File: src/hw/rtl/mrw_pkg.sv
// Package for the Miller-Rabin witness round unit: widths, sequencer codes,
// channel word types and the front-to-back job word type. No dependencies.
`timescale 1ns / 1ps
package mrw_pkg;
  localparam int NUM_WIDTH = 64;
  localparam int FIELD_WIDTH = 64;
  localparam int SHIFT_WIDTH = $clog2(NUM_WIDTH + 1);
  localparam int BIT_IDX_WIDTH = $clog2(NUM_WIDTH);
  localparam int QUEUE_DEPTH = 2;
  localparam int QUEUE_IDX_WIDTH = $clog2(QUEUE_DEPTH);

  typedef logic [NUM_WIDTH-1:0] num_t;

  // input channel word
  typedef struct packed {
    logic [FIELD_WIDTH-1:0] candidate;
    logic [FIELD_WIDTH-1:0] witness_base;
  } in_word_t;

  // result channel word
  typedef struct packed {
    logic probably_prime;
  } out_word_t;

  // job handed from the front classifier to the back engine
  typedef struct packed {
    logic                   trivial;      // verdict already known
    logic                   verdict;      // verdict when trivial
    num_t                   modulus;      // odd candidate n
    num_t                   base;         // raw base, still to be reduced
    num_t                   exp_d;        // odd part d of n-1
    logic [SHIFT_WIDTH-1:0] shift_s;      // s with n-1 = d * 2^s
  } job_t;

  // back engine states
  localparam logic [2:0] ST_IDLE   = 3'd0;
  localparam logic [2:0] ST_REDUCE = 3'd1;
  localparam logic [2:0] ST_POW    = 3'd2;
  localparam logic [2:0] ST_SQUARE = 3'd3;
  localparam logic [2:0] ST_MUL    = 3'd4;
  localparam logic [2:0] ST_DONE   = 3'd5;

  // modular multiplier use
  localparam logic [1:0] MUL_POW_R = 2'd0;
  localparam logic [1:0] MUL_POW_B = 2'd1;
  localparam logic [1:0] MUL_SQ    = 2'd2;
endpackage

File: src/hw/rtl/mrw_if.sv
// Valid/ready channel interface for words of any payload type.
// Depends on nothing; payload type is a type parameter.
`timescale 1ns / 1ps
interface mrw_if #(parameter type payload_t = logic) (input logic clk);
  logic     valid;
  logic     ready;
  payload_t data;
  modport source (output valid, output data, input ready);
  modport sink (input valid, input data, output ready);
endinterface

File: src/hw/rtl/mrw_front.sv
// Front part: accepts a candidate/base word, classifies it and derives d and s.
// Depends on mrw_pkg. One word per item in a cycle-by-cycle trailing-zero strip.
`timescale 1ns / 1ps
module mrw_front (
  input  logic                           clk,
  input  logic                           rst_n,
  input  logic                           in_valid,
  output logic                           in_ready,
  input  logic [mrw_pkg::FIELD_WIDTH-1:0] in_candidate,
  input  logic [mrw_pkg::FIELD_WIDTH-1:0] in_witness_base,
  output logic                           job_valid,
  input  logic                           job_ready,
  output mrw_pkg::job_t                  job_data
);
  logic                busy_r, busy_nxt;
  mrw_pkg::job_t       job_r, job_nxt;
  mrw_pkg::num_t       n_w;

  assign n_w = in_candidate[mrw_pkg::NUM_WIDTH-1:0];
  assign in_ready = !busy_r;
  // done when trivial or d is odd
  assign job_valid = busy_r && (job_r.trivial || job_r.exp_d[0]);
  assign job_data = job_r;

  always_comb begin
    busy_nxt = busy_r;
    job_nxt = job_r;
    if (!busy_r) begin
      if (in_valid) begin
        busy_nxt = 1'b1;
        job_nxt.modulus = n_w;
        job_nxt.base = in_witness_base[mrw_pkg::NUM_WIDTH-1:0];
        job_nxt.exp_d = n_w - mrw_pkg::NUM_WIDTH'(1);
        job_nxt.shift_s = '0;
        job_nxt.trivial = 1'b0;
        job_nxt.verdict = 1'b0;
        if (n_w < mrw_pkg::NUM_WIDTH'(2)) begin
          job_nxt.trivial = 1'b1;
        end else if (n_w < mrw_pkg::NUM_WIDTH'(4)) begin
          job_nxt.trivial = 1'b1;
          job_nxt.verdict = 1'b1;
        end else if (!n_w[0]) begin
          job_nxt.trivial = 1'b1;
        end
      end
    end else if (job_valid) begin
      if (job_ready) busy_nxt = 1'b0;
    end else begin
      // strip one trailing zero of d
      job_nxt.exp_d = job_r.exp_d >> 1;
      job_nxt.shift_s = job_r.shift_s + mrw_pkg::SHIFT_WIDTH'(1);
    end
  end

  always_ff @(posedge clk) begin
    if (!rst_n) busy_r <= 1'b0;
    else busy_r <= busy_nxt;
    job_r <= job_nxt;
  end
endmodule

File: src/hw/rtl/mrw_queue.sv
// Short job queue between the front and the back parts.
// Depends on mrw_pkg; flop-based ring of QUEUE_DEPTH entries.
`timescale 1ns / 1ps
module mrw_queue (
  input  logic          clk,
  input  logic          rst_n,
  input  logic          wr_valid,
  output logic          wr_ready,
  input  mrw_pkg::job_t wr_data,
  output logic          rd_valid,
  input  logic          rd_ready,
  output mrw_pkg::job_t rd_data
);
  localparam int CW = mrw_pkg::QUEUE_IDX_WIDTH + 1;

  mrw_pkg::job_t                        mem_r [mrw_pkg::QUEUE_DEPTH];
  logic [mrw_pkg::QUEUE_IDX_WIDTH-1:0]  wp_r, rp_r;
  logic [mrw_pkg::QUEUE_IDX_WIDTH:0]    cnt_r;
  logic                                 push, pop;

  assign wr_ready = cnt_r != CW'(mrw_pkg::QUEUE_DEPTH);
  assign rd_valid = cnt_r != '0;
  assign rd_data = mem_r[rp_r];
  assign push = wr_valid && wr_ready;
  assign pop = rd_valid && rd_ready;

  always_ff @(posedge clk) begin
    if (!rst_n) begin
      wp_r <= '0;
      rp_r <= '0;
      cnt_r <= '0;
    end else begin
      if (push) wp_r <= wp_r + 1'b1;
      if (pop) rp_r <= rp_r + 1'b1;
      cnt_r <= cnt_r + (push ? CW'(1) : CW'(0)) - (pop ? CW'(1) : CW'(0));
    end
    if (push) mem_r[wp_r] <= wr_data;
  end
endmodule

File: src/hw/rtl/mrw_back.sv
// Back part: base reduction, square-and-multiply and the squaring chain,
// built on one bit-serial modular multiplier. Depends on mrw_pkg.
`timescale 1ns / 1ps
module mrw_back (
  input  logic          clk,
  input  logic          rst_n,
  input  logic          job_valid,
  output logic          job_ready,
  input  mrw_pkg::job_t job_data,
  output logic          out_valid,
  input  logic          out_ready,
  output logic          out_probably_prime
);
  localparam int NW = mrw_pkg::NUM_WIDTH;
  localparam int BW = mrw_pkg::BIT_IDX_WIDTH;

  logic [2:0]                       st_r, st_nxt;
  mrw_pkg::num_t                    n_r, n_nxt, b_r, b_nxt, e_r, e_nxt;
  mrw_pkg::num_t                    x_r, x_nxt, acc_r, acc_nxt, ma_r, ma_nxt, mb_r, mb_nxt;
  logic [mrw_pkg::SHIFT_WIDTH-1:0]  s_r, s_nxt;
  logic [BW-1:0]                    bit_r, bit_nxt;
  logic [1:0]                       use_r, use_nxt;
  logic                             pass_r, pass_nxt, res_r, res_nxt;
  logic                             ov_r, ov_nxt;
  logic [NW:0]                      dbl, add;
  mrw_pkg::num_t                    dbl_m, step, nm1;

  assign job_ready = st_r == mrw_pkg::ST_IDLE && !ov_r;
  assign out_valid = ov_r;
  assign out_probably_prime = res_r;
  assign nm1 = n_r - NW'(1);

  // one doubling and one conditional add per cycle
  always_comb begin
    dbl = {acc_r, 1'b0};
    dbl_m = (dbl >= {1'b0, n_r}) ? NW'(dbl - {1'b0, n_r}) : dbl[NW-1:0];
    add = {1'b0, dbl_m} + {1'b0, ma_r};
    step = mb_r[bit_r] ? ((add >= {1'b0, n_r}) ? NW'(add - {1'b0, n_r}) : add[NW-1:0])
                       : dbl_m;
  end

  always_comb begin
    st_nxt = st_r; n_nxt = n_r; b_nxt = b_r; e_nxt = e_r; x_nxt = x_r;
    acc_nxt = acc_r; ma_nxt = ma_r; mb_nxt = mb_r; s_nxt = s_r; bit_nxt = bit_r;
    use_nxt = use_r; pass_nxt = pass_r; res_nxt = res_r; ov_nxt = ov_r;
    if (ov_r && out_ready) ov_nxt = 1'b0;
    case (st_r)
      mrw_pkg::ST_IDLE: begin
        if (job_valid && !ov_r) begin
          if (job_data.trivial) begin
            res_nxt = job_data.verdict;
            ov_nxt = 1'b1;
          end else begin
            n_nxt = job_data.modulus;
            b_nxt = job_data.base;
            e_nxt = job_data.exp_d;
            s_nxt = job_data.shift_s;
            x_nxt = NW'(1);
            acc_nxt = '0;
            bit_nxt = BW'(NW-1);
            st_nxt = mrw_pkg::ST_REDUCE;
          end
        end
      end
      mrw_pkg::ST_REDUCE: begin
        // base mod n by shift-subtract: acc = (acc*2 + base bit) mod n
        acc_nxt = (({acc_r, b_r[bit_r]}) >= {1'b0, n_r})
                  ? NW'({acc_r, b_r[bit_r]} - {1'b0, n_r}) : NW'({acc_r, b_r[bit_r]});
        if (bit_r == '0) begin
          b_nxt = acc_nxt;
          st_nxt = mrw_pkg::ST_POW;
        end else bit_nxt = bit_r - BW'(1);
      end
      mrw_pkg::ST_POW: begin
        if (e_r == '0) begin
          pass_nxt = x_r == NW'(1) || x_r == nm1;
          st_nxt = mrw_pkg::ST_SQUARE;
        end else begin
          ma_nxt = e_r[0] ? x_r : b_r;
          mb_nxt = b_r;
          use_nxt = e_r[0] ? mrw_pkg::MUL_POW_R : mrw_pkg::MUL_POW_B;
          acc_nxt = '0;
          bit_nxt = BW'(NW-1);
          st_nxt = mrw_pkg::ST_MUL;
        end
      end
      mrw_pkg::ST_SQUARE: begin
        if (s_r <= mrw_pkg::SHIFT_WIDTH'(1)) begin
          res_nxt = pass_r;
          ov_nxt = 1'b1;
          st_nxt = mrw_pkg::ST_DONE;
        end else begin
          s_nxt = s_r - mrw_pkg::SHIFT_WIDTH'(1);
          ma_nxt = x_r;
          mb_nxt = x_r;
          use_nxt = mrw_pkg::MUL_SQ;
          acc_nxt = '0;
          bit_nxt = BW'(NW-1);
          st_nxt = mrw_pkg::ST_MUL;
        end
      end
      mrw_pkg::ST_MUL: begin
        acc_nxt = step;
        if (bit_r == '0) begin
          case (use_r)
            mrw_pkg::MUL_POW_R: begin
              x_nxt = step;
              use_nxt = mrw_pkg::MUL_POW_B;
              ma_nxt = b_r;
              acc_nxt = '0;
              bit_nxt = BW'(NW-1);
            end
            mrw_pkg::MUL_POW_B: begin
              b_nxt = step;
              e_nxt = e_r >> 1;
              st_nxt = mrw_pkg::ST_POW;
            end
            mrw_pkg::MUL_SQ: begin
              x_nxt = step;
              if (step == nm1) pass_nxt = 1'b1;
              st_nxt = mrw_pkg::ST_SQUARE;
            end
            default: st_nxt = mrw_pkg::ST_IDLE;
          endcase
        end else bit_nxt = bit_r - BW'(1);
      end
      mrw_pkg::ST_DONE: st_nxt = mrw_pkg::ST_IDLE;
      default: st_nxt = mrw_pkg::ST_IDLE;
    endcase
  end

  always_ff @(posedge clk) begin
    if (!rst_n) begin
      st_r <= mrw_pkg::ST_IDLE;
      ov_r <= 1'b0;
    end else begin
      st_r <= st_nxt;
      ov_r <= ov_nxt;
    end
    n_r <= n_nxt; b_r <= b_nxt; e_r <= e_nxt; x_r <= x_nxt; acc_r <= acc_nxt;
    ma_r <= ma_nxt; mb_r <= mb_nxt; s_r <= s_nxt; bit_r <= bit_nxt; use_r <= use_nxt;
    pass_r <= pass_nxt; res_r <= res_nxt;
  end
endmodule

File: src/hw/rtl/miller_rabin_witness_round_unit.sv
// Miller-Rabin witness round unit: one base test of a 64-bit candidate per word.
// Small and even candidates are settled by the front classifier. An odd candidate first
// has n-1 stripped into d * 2^s in the front, one trailing zero at a time, then the
// back reduces the base and works through the modular products on one bit-serial
// multiplier: a squaring for every bit of d, a multiply for every set bit of d and
// s-1 final squarings. A two-word queue decouples the front from the back
// engine, and the verdict waits in an output register while the next word is
// classified. Depends on mrw_pkg and mrw_if.
`timescale 1ns / 1ps
module miller_rabin_witness_round_unit (
  input logic clk,
  input logic rst_n,
  mrw_if.sink   in_ch,
  mrw_if.source out_ch
);
  logic          fq_valid, fq_ready, qb_valid, qb_ready;
  mrw_pkg::job_t fq_data, qb_data;

  // classify and split the candidate
  mrw_front u_front (
    .clk(clk), .rst_n(rst_n),
    .in_valid(in_ch.valid), .in_ready(in_ch.ready),
    .in_candidate(in_ch.data.candidate), .in_witness_base(in_ch.data.witness_base),
    .job_valid(fq_valid), .job_ready(fq_ready), .job_data(fq_data)
  );

  // hold jobs while the back engine is busy
  mrw_queue u_queue (
    .clk(clk), .rst_n(rst_n),
    .wr_valid(fq_valid), .wr_ready(fq_ready), .wr_data(fq_data),
    .rd_valid(qb_valid), .rd_ready(qb_ready), .rd_data(qb_data)
  );

  // modular exponentiation and squaring chain
  mrw_back u_back (
    .clk(clk), .rst_n(rst_n),
    .job_valid(qb_valid), .job_ready(qb_ready), .job_data(qb_data),
    .out_valid(out_ch.valid), .out_ready(out_ch.ready),
    .out_probably_prime(out_ch.data.probably_prime)
  );
endmodule

File: src/flat_wrapper.sv
// flat-port wrapper written by rule: the top's interface ports become plain ports
module miller_rabin_witness_round_unit_flat 
  (clk, rst_n, in_ch_valid, in_ch_data, in_ch_ready, out_ch_valid, out_ch_data, out_ch_ready);
  mrw_if #(.payload_t(mrw_pkg::in_word_t)) in_ch_i (.clk(clk));
  mrw_if #(.payload_t(mrw_pkg::out_word_t)) out_ch_i (.clk(clk));
  input logic clk;
  input logic rst_n;
  input wire logic [$bits(in_ch_i.valid)-1:0] in_ch_valid;
  input wire logic [$bits(in_ch_i.data)-1:0] in_ch_data;
  output wire logic [$bits(in_ch_i.ready)-1:0] in_ch_ready;
  output wire logic [$bits(out_ch_i.valid)-1:0] out_ch_valid;
  output wire logic [$bits(out_ch_i.data)-1:0] out_ch_data;
  input wire logic [$bits(out_ch_i.ready)-1:0] out_ch_ready;
  assign in_ch_i.valid = in_ch_valid;
  assign in_ch_i.data = in_ch_data;
  assign in_ch_ready = in_ch_i.ready;
  assign out_ch_valid = out_ch_i.valid;
  assign out_ch_data = out_ch_i.data;
  assign out_ch_i.ready = out_ch_ready;
  miller_rabin_witness_round_unit u_core (.clk(clk), .rst_n(rst_n), .in_ch(in_ch_i), .out_ch(out_ch_i));
endmodule
File: config.mk
export PLATFORM = sky130hd
export DESIGN_NAME = miller_rabin_witness_round_unit_flat
export DESIGN_NICKNAME = d
export VERILOG_FILES = /design/src/hw/rtl/mrw_pkg.sv /design/src/hw/rtl/mrw_if.sv /design/src/hw/rtl/mrw_front.sv /design/src/hw/rtl/mrw_queue.sv /design/src/hw/rtl/mrw_back.sv /design/src/hw/rtl/miller_rabin_witness_round_unit.sv /design/src/flat_wrapper.sv
export SDC_FILE = /design/constraint.sdc
export NUM_CORES = 2
export LEC_CHECK = 0
export ABC_AREA = 1
export BUFFER_PORTS_ARGS = -buffer_cell sky130_fd_sc_hd__buf_4
export CORE_ASPECT_RATIO = 1.5
export CORE_MARGIN = 4
export CORE_UTILIZATION = 58
export DETAILED_ROUTE_END_ITERATION = 7
export HOLD_SLACK_MARGIN = 0.12
export PLACE_DENSITY = 0.81
export SLEW_MARGIN = 20
export SYNTH_ARGS = -nofsm -noshare
export SYNTH_HDL_FRONTEND = slang
export SYNTH_SLANG_ARGS = --single-unit
File: constraint.sdc
create_clock -name clk -period 14.1 [get_ports clk]
set_input_delay 2.82 -clock clk [delete_from_list [all_inputs] [get_ports clk]]
set_output_delay 2.82 -clock clk [all_outputs]
set_load 0.005 [all_outputs]
==> summary.md, run 1 <==
| Metric | Value |
|---|---|
| Run status | did not finish |
| Stage where the run ended | global routing |
| Tool error | [ERROR GRT-0116] Global routing finished with congestion. Check the congestion regions in the DRC Viewer. |
| Largest net degree at the start of global routing | 97 |
| Leading area contributor after synthesis | sky130_fd_sc_hd__edfxtp_1 |
| Net count after synthesis | 9186 |
| CTS resizes | 0 |
| Ys flop type | sky130_fd_sc_hd__edfxtp_1 |
| Area of the mapped netlist | 68800 sq um |
| # Post-CTS Setup Buffers | 0 |
| Number of enable flip-flop cells after synthesis | 1068 |
| Overall overflow remaining after global route | 19 |
| Combined global-route utilization of all metal layers | 0.628 |
| Die extent in x | 289 um |
| Detailed-placement wirelength estimate | 275000 um |
| Area fraction of the dominant cell type after synthesis | 0.466 |
| H-tree depth reported by CTS | 3 |
| Port Buf Inserts | 134 |
| Num Clock Sinks | 1078 |
| Mean cell area of the mapped netlist | 7.78 sq um |
| Count of different cell masters after synthesis | 67 |
| Initial standard-cell utilization of the core | 0.585 |
| Global-route wire length before repair | 552000 um |
| Post-Synthesis Cells | 8845 |
| Last weighted congestion value of the routability-driven placer | 1.28 |
| Main area contributors after synthesis | sky130_fd_sc_hd__edfxtp_1 (47%), sky130_fd_sc_hd__nand2_1 (16%), sky130_fd_sc_hd__inv_1 (6.0%) |
| TritonCTS Buffers | 86 |
| Count of yosys warnings during synthesis | 0 |
| Number of buffers on the longest clock path | 3 |
| I/O pin count | 135 |
| Share of the yosys chip area belonging to registers | 0.469 |
| Die Y-Extent | 430 um |
| Flops & latches, synth | 1078 |
| Cts-stage hold buffer count | 0 |
| Count of standard-cell rows | 154 |
| Vias in the first global route | 74900 |
| Clock root buffer | sky130_fd_sc_hd__clkbuf_16 |
| Proportion of register bits with asynchronous set or reset after synthesis | 0 |
synth_stat cells, types with 11 or more instances:
library cell,n
sky130_fd_sc_hd__nand2_1,2911
sky130_fd_sc_hd__inv_1,1107
sky130_fd_sc_hd__edfxtp_1,1068
sky130_fd_sc_hd__nor2_1,838
sky130_fd_sc_hd__nand3_1,638
sky130_fd_sc_hd__a21oi_1,441
sky130_fd_sc_hd__o21ai_0,438
sky130_fd_sc_hd__xor2_1,223
sky130_fd_sc_hd__ha_1,205
sky130_fd_sc_hd__clkbuf_1,158
sky130_fd_sc_hd__nand4_1,131
sky130_fd_sc_hd__a31oi_1,87
sky130_fd_sc_hd__nor3_1,67
sky130_fd_sc_hd__nor4_1,60
sky130_fd_sc_hd__or3b_2,54
sky130_fd_sc_hd__xnor2_1,53
sky130_fd_sc_hd__nand3b_1,45
sky130_fd_sc_hd__buf_2,43
sky130_fd_sc_hd__o211ai_1,37
sky130_fd_sc_hd__o21bai_1,22
sky130_fd_sc_hd__o221ai_1,20
sky130_fd_sc_hd__buf_1,17
sky130_fd_sc_hd__or2_2,15
sky130_fd_sc_hd__inv_2,11
cell families after synthesis:
| group | synth area share |
|---|---|
| adders and majority gates | 0.0384 |
| AOI/OAI and AO/OA | 0.0869 |
| buffers and inverters | 0.0763 |
| xor gates and xnor gates | 0.0351 |
| DFF | 0.469 |
| and+or+nand+nor | 0.294 |
| muxes | 0.000145 |
layer usage:
metal  track usage  overflow
met5        0.0663         0
met4         0.681         8
met3         0.368         0
met2         0.853        11
met1         0.626         0
per-stage QoR:
step	setup slack (ns)	hold slack, ns	util	cells	cell area [sq um]
floorplan	1.04	0.421	-	8845	68800
global placement	2.57	0.422	0.608	10400	71600
detailed placement	2.76	0.429	0.608	10400	71600
CTS	2.74	0.437	0.633	10600	74600
==> inputs of run 2 (changes only) <==
--- a/config.mk
+++ b/config.mk
@@ -7,12 +7,10 @@
 export LEC_CHECK = 0
 export ABC_AREA = 1
 export BUFFER_PORTS_ARGS = -buffer_cell sky130_fd_sc_hd__buf_4
-export CORE_ASPECT_RATIO = 1.5
 export CORE_MARGIN = 4
-export CORE_UTILIZATION = 58
+export CORE_UTILIZATION = 40
 export DETAILED_ROUTE_END_ITERATION = 7
-export HOLD_SLACK_MARGIN = 0.12
-export PLACE_DENSITY = 0.81
+export PLACE_DENSITY_LB_ADDON = 0.15
 export SLEW_MARGIN = 20
 export SYNTH_ARGS = -nofsm -noshare
 export SYNTH_HDL_FRONTEND = slang
==> constraint.sdc (replaced) <==
create_clock -name clk -period 18.3 [get_ports clk]
set_input_delay 3.66 -clock clk [delete_from_list [all_inputs] [get_ports clk]]
set_output_delay 3.66 -clock clk [all_outputs]
set_load 0.005 [all_outputs]
==> summary.md, run 2 <==
| Metric | Value |
|---|---|
| Run status | complete, no violations |
| TritonCTS Buffers | 115 (+34%) |
| Count of yosys warnings during synthesis | 0 (unchanged) |
| Source of the worst register-to-register timing path | u_core.u_back.n_r[16]$_DFFE_PP_ |
| Reg-to-reg setup timing slack | 4.53 ns |
| Number of filler cells placed in the layout | 17200 |
| Net count after synthesis | 9186 (unchanged) |
| Top delay family on crit path | simple AND/OR/NAND/NOR gates |
| Ys flop type | sky130_fd_sc_hd__edfxtp_1 |
| Hold Crit Start | u_core.u_front.job_data[99]$_DFFE_PP_ |
| Last weighted congestion value of the routability-driven placer | 1.10 (-14%) |
| Area of the mapped netlist | 68800 sq um (unchanged) |
| Count of TritonRoute iterations in the first routing pass | 6 |
| Tightest Pin Transition | 1.19 ns |
| Count of different cell masters after synthesis | 67 (unchanged) |
| Routed length on met2 | 159000 um |
| Core area | 170000 sq um |
| Detailed-placement wirelength estimate | 295000 um (+7.1%) |
| Count of standard-cell rows | 151 (-1.9%) |
| Mean cell area of the mapped netlist | 7.78 sq um (unchanged) |
| Die Y-Extent | 423 um (-1.6%) |
| Crit path capture type | register |
| Total vias in the final route | 64700 |
| Final routed wirelength across all metal layers | 355000 um |
| Critical Path Start Type | register |
| Leading area contributor after synthesis | sky130_fd_sc_hd__edfxtp_1 |
| Overall overflow remaining after global route | 0 |
| Final setup fails | 0 |
| Buf/Inv on CP | 8 |
| Hold endpoint | u_core.u_queue.mem_r[0][99]$_DFFE_PP_ |
| Count leader, synth | sky130_fd_sc_hd__nand2_1 |
| Largest register by flop count | u_core.u_queue.mem_r |
| Initial standard-cell utilization of the core | 0.404 (-0.180) |
| Fmax | 0.0726 GHz |
| Crit Path Class | reg2reg |
| Endpoints failing hold | 0 |
| Total of max-cap violations | 0 |
| Routed length on met1 | 136000 um |
| End-of-flow core utilization | 0.448 |
| Number of enable flip-flop cells after synthesis | 1068 (unchanged) |
| Highest metal layer with signal wires | met5 |
| Most common library cell in the layout ignoring fill and taps | sky130_fd_sc_hd__nand2_1 |
| Worst-case clock skew | 0.0708 ns |
| Flops & latches, synth | 1078 (unchanged) |
| Delay of the slowest cell on the worst path | 0.83 ns |
| Share of post-route cells with drive strength above 1 | 0.0563 |
| Unrepaired setup endpoints after global routing | no |
| R2r worst-path depth | 49 |
| Area fraction of the dominant cell type after synthesis | 0.466 (unchanged) |
| Relative slew slack | 0.199 |
| Clock tree from TritonCTS | done |
| H-tree depth reported by CTS | 3 (unchanged) |
| Largest net degree at the start of global routing | 145 |
| Fin. max-slew vios | 0 |
| Combined global-route utilization of all metal layers | 0.385 |
| Max reg flops | 402 |
| Post-layout nets | 9267 |
| Proportion of register bits with asynchronous set or reset after synthesis | 0 (unchanged) |
| Final critical-path share of the clock period | 0.752 |
| Largest fanout on the critical path | 43 |
| Num Clock Sinks | 1078 (unchanged) |
| Clock period minus worst slack | 13.77 ns |
| Met3 wire length | 28200 um |
| Cts-stage hold buffer count | 0 (unchanged) |
| Via-to-Cell Ratio | 5.71 |
| Remaining DRCs | 0 |
| Die extent in x | 423 um (+46%) |
| I/O pin count | 135 (unchanged) |
| Worst reg2reg endpoint | u_core.u_back.pass_r$_SDFFCE_PP1P_ |
| Endpoint arrival time on the critical path | 14.30 ns |
| Number of DRC markers after the initial detailed-route iteration | 8226 |
| Clock latency on the worst-skew pair | 0.82 ns |
| Crit path required time | 18.83 ns |
| CTS resizes | 0 (unchanged) |
| Vias in the first global route | 61000 |
| Critical Path Most Common Cell | sky130_fd_sc_hd__nand2_1 |
| Post-DR wirelength/cell | 31.3 um |
| Post-Synthesis Cells | 8845 (unchanged) |
| Antenna viol nets, final | 0 |
| Number of cells on the worst hold path | 0 |
| Area Overhead vs Synth | 10.7% |
| Die Outline Area | 179000 sq um |
| Slowest library cell on the worst path | sky130_fd_sc_hd__nor2_4 |
| Global-route wire length before repair | 481000 um |
| Number of antenna violations at the first check in global routing | 27 |
| Path class of the lowest-slack min-delay path | reg2reg |
| Commonest non-fill, non-tap cells in the layout | sky130_fd_sc_hd__nand2_1 (2910), sky130_fd_sc_hd__inv_1 (1103), sky130_fd_sc_hd__edfxtp_1 (1068), sky130_fd_sc_hd__nor2_1 (830), sky130_fd_sc_hd__nand3_1 (637) |
| Port Buf Inserts | 134 (unchanged) |
| Share of the yosys chip area belonging to registers | 0.469 (unchanged) |
| Total Neg Setup Slack | 0 ns |
| Number of buffers on the longest clock path | 3 (unchanged) |
| Main area contributors after synthesis | sky130_fd_sc_hd__edfxtp_1 (47%), sky130_fd_sc_hd__nand2_1 (16%), sky130_fd_sc_hd__inv_1 (6.0%) |
| Clock root buffer | sky130_fd_sc_hd__clkbuf_16 |
| # Post-CTS Setup Buffers | 0 (unchanged) |
| Top post-synthesis cells by count | sky130_fd_sc_hd__nand2_1 (2911), sky130_fd_sc_hd__inv_1 (1107), sky130_fd_sc_hd__edfxtp_1 (1068) |
| Clock-pin transition on the worst setup and hold timing paths | 0.07 ns |
run 2: cell counts after synthesis:
No cell type changed its count.
run 2: kinds of logic (layout without fill, tap and decap cells):
group / count (synthesis) / in the layout / share of synthesized area
other cells: 0 / 4 / 0
simple gates: 4826 / 4826 / 0.294
compound gates: 1099 / 1099 / 0.0869
buf+inv: 1356 / 1535 / 0.0763
xor+xnor: 276 / 276 / 0.0351
flops: 1078 / 1078 / 0.469
fa+ha+maj: 209 / 209 / 0.0384
mux: 1 / 1 / 0.000145
run 2: layer usage:
metal,track usage,vias to the layer above
li1,-,29500
met1,0.473,31000
met2,0.609,3378
met3,0.0682,821
met4,0.285,14
met5,0,-
run 2: worst max-delay path by stage:
stage | start | end | slack, ns | cells after the start
after floorplan | u_core.u_back.bit_r[1]$_DFFE_PP_ | u_core.u_back.ma_r[0]$_DFFE_PP_ | 5.24 | 9
after global placement | u_core.u_back.n_r[16]$_DFFE_PP_ | u_core.u_back.pass_r$_SDFFCE_PP1P_ | 5.19 | 49
after detailed placement | u_core.u_back.n_r[16]$_DFFE_PP_ | u_core.u_back.pass_r$_SDFFCE_PP1P_ | 5.27 | 49
after CTS | u_core.u_back.n_r[16]$_DFFE_PP_ | u_core.u_back.pass_r$_SDFFCE_PP1P_ | 5.27 | 49
after global routing | u_core.u_back.n_r[12]$_DFFE_PP_ | u_core.u_back.pass_r$_SDFFCE_PP1P_ | 4.40 | 52
final | u_core.u_back.n_r[16]$_DFFE_PP_ | u_core.u_back.pass_r$_SDFFCE_PP1P_ | 4.53 | 49
run 2: final cells by class:
| class | instances | area [sq um] | share of cell area |
|---|---|---|---|
| flip-flops and latches | 1078 | 32300 | 0.424 |
| inverters | 1121 | 4220 | 0.0554 |
| repair buffers | 199 | 1520 | 0.0199 |
| clock inverters | 86 | 915 | 0.0120 |
| multi-input cells | 6411 | 31500 | 0.413 |
| clock buffers | 129 | 2930 | 0.0385 |
| well taps | 2295 | 2870 | 0.0377 |
| diodes | 4 | 10.0 | 0.000131 |
run 2: per-stage QoR:
stage	instances	hold WS [ns]	setup WS (ns)	area (sq um)
2_1_floorplan	8845	0.421	5.24	68800
3_3_place_gp	11100	0.424	5.19	72300
3_5_place_dp	11100	0.429	5.27	72300
4_1_cts	11300	0.419	5.27	76200
5_1_grt	11300	0.442	4.40	76200
6_report	11300	0.427	4.53	76200
Power of run 2 is not shown: default switching activity piles up to over one toggle a cycle in this logic, so the estimate is an artifact.
